===== src/rtl/ordered_list_table_macros.svh =====
// ----------------------------------------------------------------------------
// ordered list table assertion macros
// shared property forms for the list table checks
// ----------------------------------------------------------------------------
`ifndef ORDERED_LIST_TABLE_MACROS_SVH
`define ORDERED_LIST_TABLE_MACROS_SVH

// same-cycle implication
`define OLT_ASSERT_IMPLY(label, clk, rst, cond, expr, msg) \
   label: assert property (@(posedge clk) disable iff (rst) (cond) |-> (expr)) \
      else $error(msg);

// next-cycle implication
`define OLT_ASSERT_NEXT(label, clk, rst, cond, expr, msg) \
   label: assert property (@(posedge clk) disable iff (rst) (cond) |=> (expr)) \
      else $error(msg);

`endif


===== src/rtl/olt_pkg.sv =====
// ----------------------------------------------------------------------------
// olt_pkg
// types and codes shared by the ordered list table and its cells
// ----------------------------------------------------------------------------
package olt_pkg;

   localparam int unsigned WORD_W     = 32;
   localparam int unsigned LIST_IDX_W = 10;

   typedef enum logic [3:0] {
      FN_PUSH_BACK  = 4'd0,
      FN_POP_BACK   = 4'd1,
      FN_PUSH_FRONT = 4'd2,
      FN_POP_FRONT  = 4'd3,
      FN_INSERT     = 4'd4,
      FN_ERASE      = 4'd5,
      FN_FIND       = 4'd6,
      FN_REMOVE_ALL = 4'd7,
      FN_MODIFY     = 4'd8,
      FN_READ       = 4'd9,
      FN_CLEAR      = 4'd10
   } func_type;

   typedef enum logic [2:0] {
      STS_OK       = 3'd0,
      STS_FULL     = 3'd1,
      STS_EMPTY    = 3'd2,
      STS_BADPOS   = 3'd3,
      STS_NOTFOUND = 3'd4
   } status_type;

   typedef enum logic [2:0] {
      CM_HOLD   = 3'd0,
      CM_WRITE  = 3'd1,
      CM_OPEN   = 3'd2,
      CM_CLOSE  = 3'd3,
      CM_ROTATE = 3'd4
   } cell_mode_type;

   typedef struct packed {
      cell_mode_type           mode;
      logic [LIST_IDX_W-1:0]   idx;
   } cell_cmd_type;

endpackage


===== src/rtl/olt_cell.sv =====
// ----------------------------------------------------------------------------
// olt_cell
// one word of the list; takes its left or right neighbor, the head word
// or the request value as the broadcast command selects
// ----------------------------------------------------------------------------
module olt_cell
   import olt_pkg::*;
#(
   parameter int unsigned INDEX = 0
) (
   input  logic              clock,
   input  cell_cmd_type      cmd,
   input  logic [WORD_W-1:0] left_word,
   input  logic [WORD_W-1:0] right_word,
   input  logic [WORD_W-1:0] head_word,
   input  logic [WORD_W-1:0] value,
   output logic [WORD_W-1:0] word
);

   localparam logic [LIST_IDX_W-1:0] MY_IDX = LIST_IDX_W'(INDEX);

   logic [WORD_W-1:0] word_ff;
   logic [WORD_W-1:0] word_in;

   always_comb begin
      word_in = word_ff;
      unique case (cmd.mode)
         CM_HOLD: begin
            word_in = word_ff;
         end
         CM_WRITE: begin
            if (cmd.idx == MY_IDX) word_in = value;
         end
         CM_OPEN: begin
            if (MY_IDX > cmd.idx) word_in = left_word;
            else if (MY_IDX == cmd.idx) word_in = value;
         end
         CM_CLOSE: begin
            if (MY_IDX >= cmd.idx) word_in = right_word;
         end
         CM_ROTATE: begin
            if (MY_IDX < cmd.idx) word_in = right_word;
            else if (MY_IDX == cmd.idx) word_in = head_word;
         end
         default: begin
            word_in = word_ff;
         end
      endcase
   end

   always_ff @(posedge clock) begin
      word_ff <= word_in;
   end

   assign word = word_ff;

endmodule

===== config.mk =====
export PLATFORM = sky130hd
export DESIGN_NAME = olt_cell
export DESIGN_NICKNAME = d
export VERILOG_FILES = /design/src/rtl/ordered_list_table_macros.svh /design/src/rtl/olt_pkg.sv /design/src/rtl/olt_cell.sv
export SDC_FILE = /design/constraint.sdc
export NUM_CORES = 1
export LEC_CHECK = 0
export BUFFER_PORTS_ARGS = -buffer_cell sky130_fd_sc_hd__buf_2
export CORE_AREA = 5 5 75 77
export CTS_CLUSTER_DIAMETER = 50
export DETAILED_ROUTE_END_ITERATION = 8
export DIE_AREA = 0 0 80 82
export GPL_TIMING_DRIVEN = 0
export HOLD_SLACK_MARGIN = 0.1
export PLACE_DENSITY = 0.83
export SKIP_CTS_REPAIR_TIMING = 1
export SYNTH_ARGS = -nofsm -noshare
export SYNTH_HDL_FRONTEND = slang
export SYNTH_SLANG_ARGS = --single-unit

===== constraint.sdc =====
create_clock -name clock -period 5.28 [get_ports clock]
set_clock_uncertainty 0.05 [all_clocks]
set_input_delay 0.528 -clock clock [delete_from_list [all_inputs] [get_ports clock]]
set_output_delay 0.528 -clock clock [all_outputs]
set_load 0.02 [all_outputs]

==> flow_summary.yaml <==
worst_setup_path:
  r2r_end: "word[20]"
  reg2reg_depth: 2
  crit_path_end_kind: "flop"
  crit_fanout: 17
  endpoint: "word[19]"
  start_kind: "input port"
  cp.required_ps: 5220
  ff2ff_setup_slack_ps: 4280
  path_class: "input port to flop"
  r2r_start: "word[20]"
  arrival_ps: 2180
  crit_start: "cmd[9]"
synthesis:
  seq_area_frac_synth_pct: 49.3
  synth_top_family_by_area: "compound AO/OA/AOI/OAI gates"
  postSynthCellCount: 155
  yosysUniqueCellTypes: 18
  synth_seq_cells: 32
  syn_area_um2: 1950
  synth_nets: 297
  synth_compound_area_share_pct: 23.4
  synthXorXnorAreaFrac_pct: 0
  avgSynthCellArea_um2: 12.6
  synthSimpleGateAreaFrac_pct: 5.01
  synthAdderAreaFrac_pct: 0
  muxShareOfSynthArea_pct: 16.4
  synth_warnings: 0
floorplan:
  rows: 26
  die_h_um: 82
  die_area_um2: 6560
  fp.dieW_um: 80
  io_pins: 174
  start_util_pct: 39.4
  core_um2: 4940
final_layout:
  largest_reg_flops: 32
  drive_gt1_share_pct: 55.2
  num_antenna_cells: 0
  instances_no_fill: 376
  multi_input_area_um2: 882
  area_growth_pct: 48.8
  final_util_pct: 58.6
  fillers: 476
  nNetsFinal: 447
  final_common_cell: "buf_2"
  stdcell_area_um2: 2900
  final-seq-area_um2: 961
  mostFrequentLayoutCells: "150 x buf_2, 32 x mux2i_1, 32 x a32oi_1, 32 x edfxtp_1, 29 x o21ai_1"
clock_tree:
  clkTransAtPathRegs_ps: 70
  clk_latency_ps: 270
  cts.htree.levels: 2
  root_buffer: "clkbuf_8"
  clock-sinks: 32
  cts_buffers: 5
  tritoncts: "done"
  clockBufferDepth: 2
timing:
  fin_tns_setup_ps: 0
  rsz0062_at_grt: "no"
  slew_viol_final: 0
  slew_headroom_pct: 70.5
  setup_viol_count_final: 0
  tightest_slew_ps: 442
  hold_viol: 0
  fin_crit_sh_pct: 42.6
  final.min_clock_period_ps: 2250
  clock.fmax_mhz: 445
pwr:
  p_per_area_nw_per_um2: 243
  peakVddDrop_mv: 0.141
  p_leak_nw: 1.42
  p_total_uw: 705
drt:
  drtIter0Drc: 71
  dr_total_vias: 1990
  antenna_left: 0
  routed_wl_um: 6150
  via_per_inst: 5.29
  drc: 0
  drt_pass1_iterations: 4
  post_drt_wl_per_cell_um: 16.3
place:
  gp_congestion: 0.707
  portBuffers: 141
  dp_hpwl_um: 4800
  dpl_cell_area_um2: 2790
  dp.cells: 368
global_routing:
  grt_pass1_wl_um: 9200
  grt_pass1_vias: 1950
  antenna_found_initial: 0
  grt_max_degree: 18
  track_usage_pct: 18.1
  gr-total-overflow: 0
run:
  cap_violations: 0
worst_hold_path:
  hold_class: "input port to flop"
status:
  status: "completed"
layout make-up:
class	count	share of cell area, %
clock inverters	2	1.21
plain buffers	16	3.88
clock buffers	6	2.50
flip-flops and latches	32	33.1
repair buffers	143	25.8
multi-input cells	107	30.4
well taps	70	3.02
routing by layer:
metal / share of wire [%] / vias to the layer above / global-route usage, %
met4: 0.31 / 0 / 3.72
met1: 41 / 949 / 22.1
li1: - / 964 / -
met5: 0 / - / 0
met2: 51 / 75 / 31.9
met3: 7.9 / 2 / 5.04
how the worst min path moves through the flow:
stage                       start        to  slack (ps)  cells past startpoint
finish              head_word[30]  word[30]         490                      3
global route        head_word[29]  word[29]         480                      3
CTS                 head_word[23]  word[23]         480                      3
detailed placement       word[15]  word[15]         570                      2
global placement         word[28]  word[28]         550                      2
floorplan           head_word[10]  word[10]         680                      2
cell families (layout without fill, tap and decap cells):
family | count (synthesis) | count (layout)
mux | 32 | 32
buf+inv | 16 | 167
simple gates | 9 | 9
flops | 32 | 32
compound gates | 66 | 66
power breakdown:
part | leakage [nW] | switching [mW] | internal, mW | total, mW
registers | 0.308 | 0.0104 | 0.311 | 0.321
clock network | 0.0552 | 0.0881 | 0.140 | 0.228
logic | 1.06 | 0.0847 | 0.0715 | 0.156
synth_stat cells:
library cell	count	area, um^2
o21ai_1	29	145
nor2_1	1	3.75
o21bai_1	1	7.51
o21ai_0	3	15.0
buf_8	3	45.0
nand3_2	1	10.0
edfxtp_1	32	961
nor4_4	2	42.5
or3b_4	1	11.3
mux2i_1	32	320
nand2_2	1	6.26
clkbuf_1	3	11.3
nand3b_1	1	7.51
buf_6	1	11.3
a32oi_1	33	289
and4b_1	1	10.0
nand4_1	1	6.26
buf_2	9	45.0
through the flow:
step | setup WS, ps | hold WS, ps
2_1_floorplan | 1880 | 676
3_3_place_gp | 932 | 552
3_5_place_dp | 2720 | 566
4_1_cts | 3010 | 483
5_1_grt | 2920 | 484
6_report | 3030 | 490
worst max-delay path: stages:
cell     delay, ps
buf_2          110
nor4_4         330
nand3_2        230
buf_2          290
a32oi_2        290
buf_8          220
buf_16         170
No activity file was read; power rests on OpenSTA's default activity.
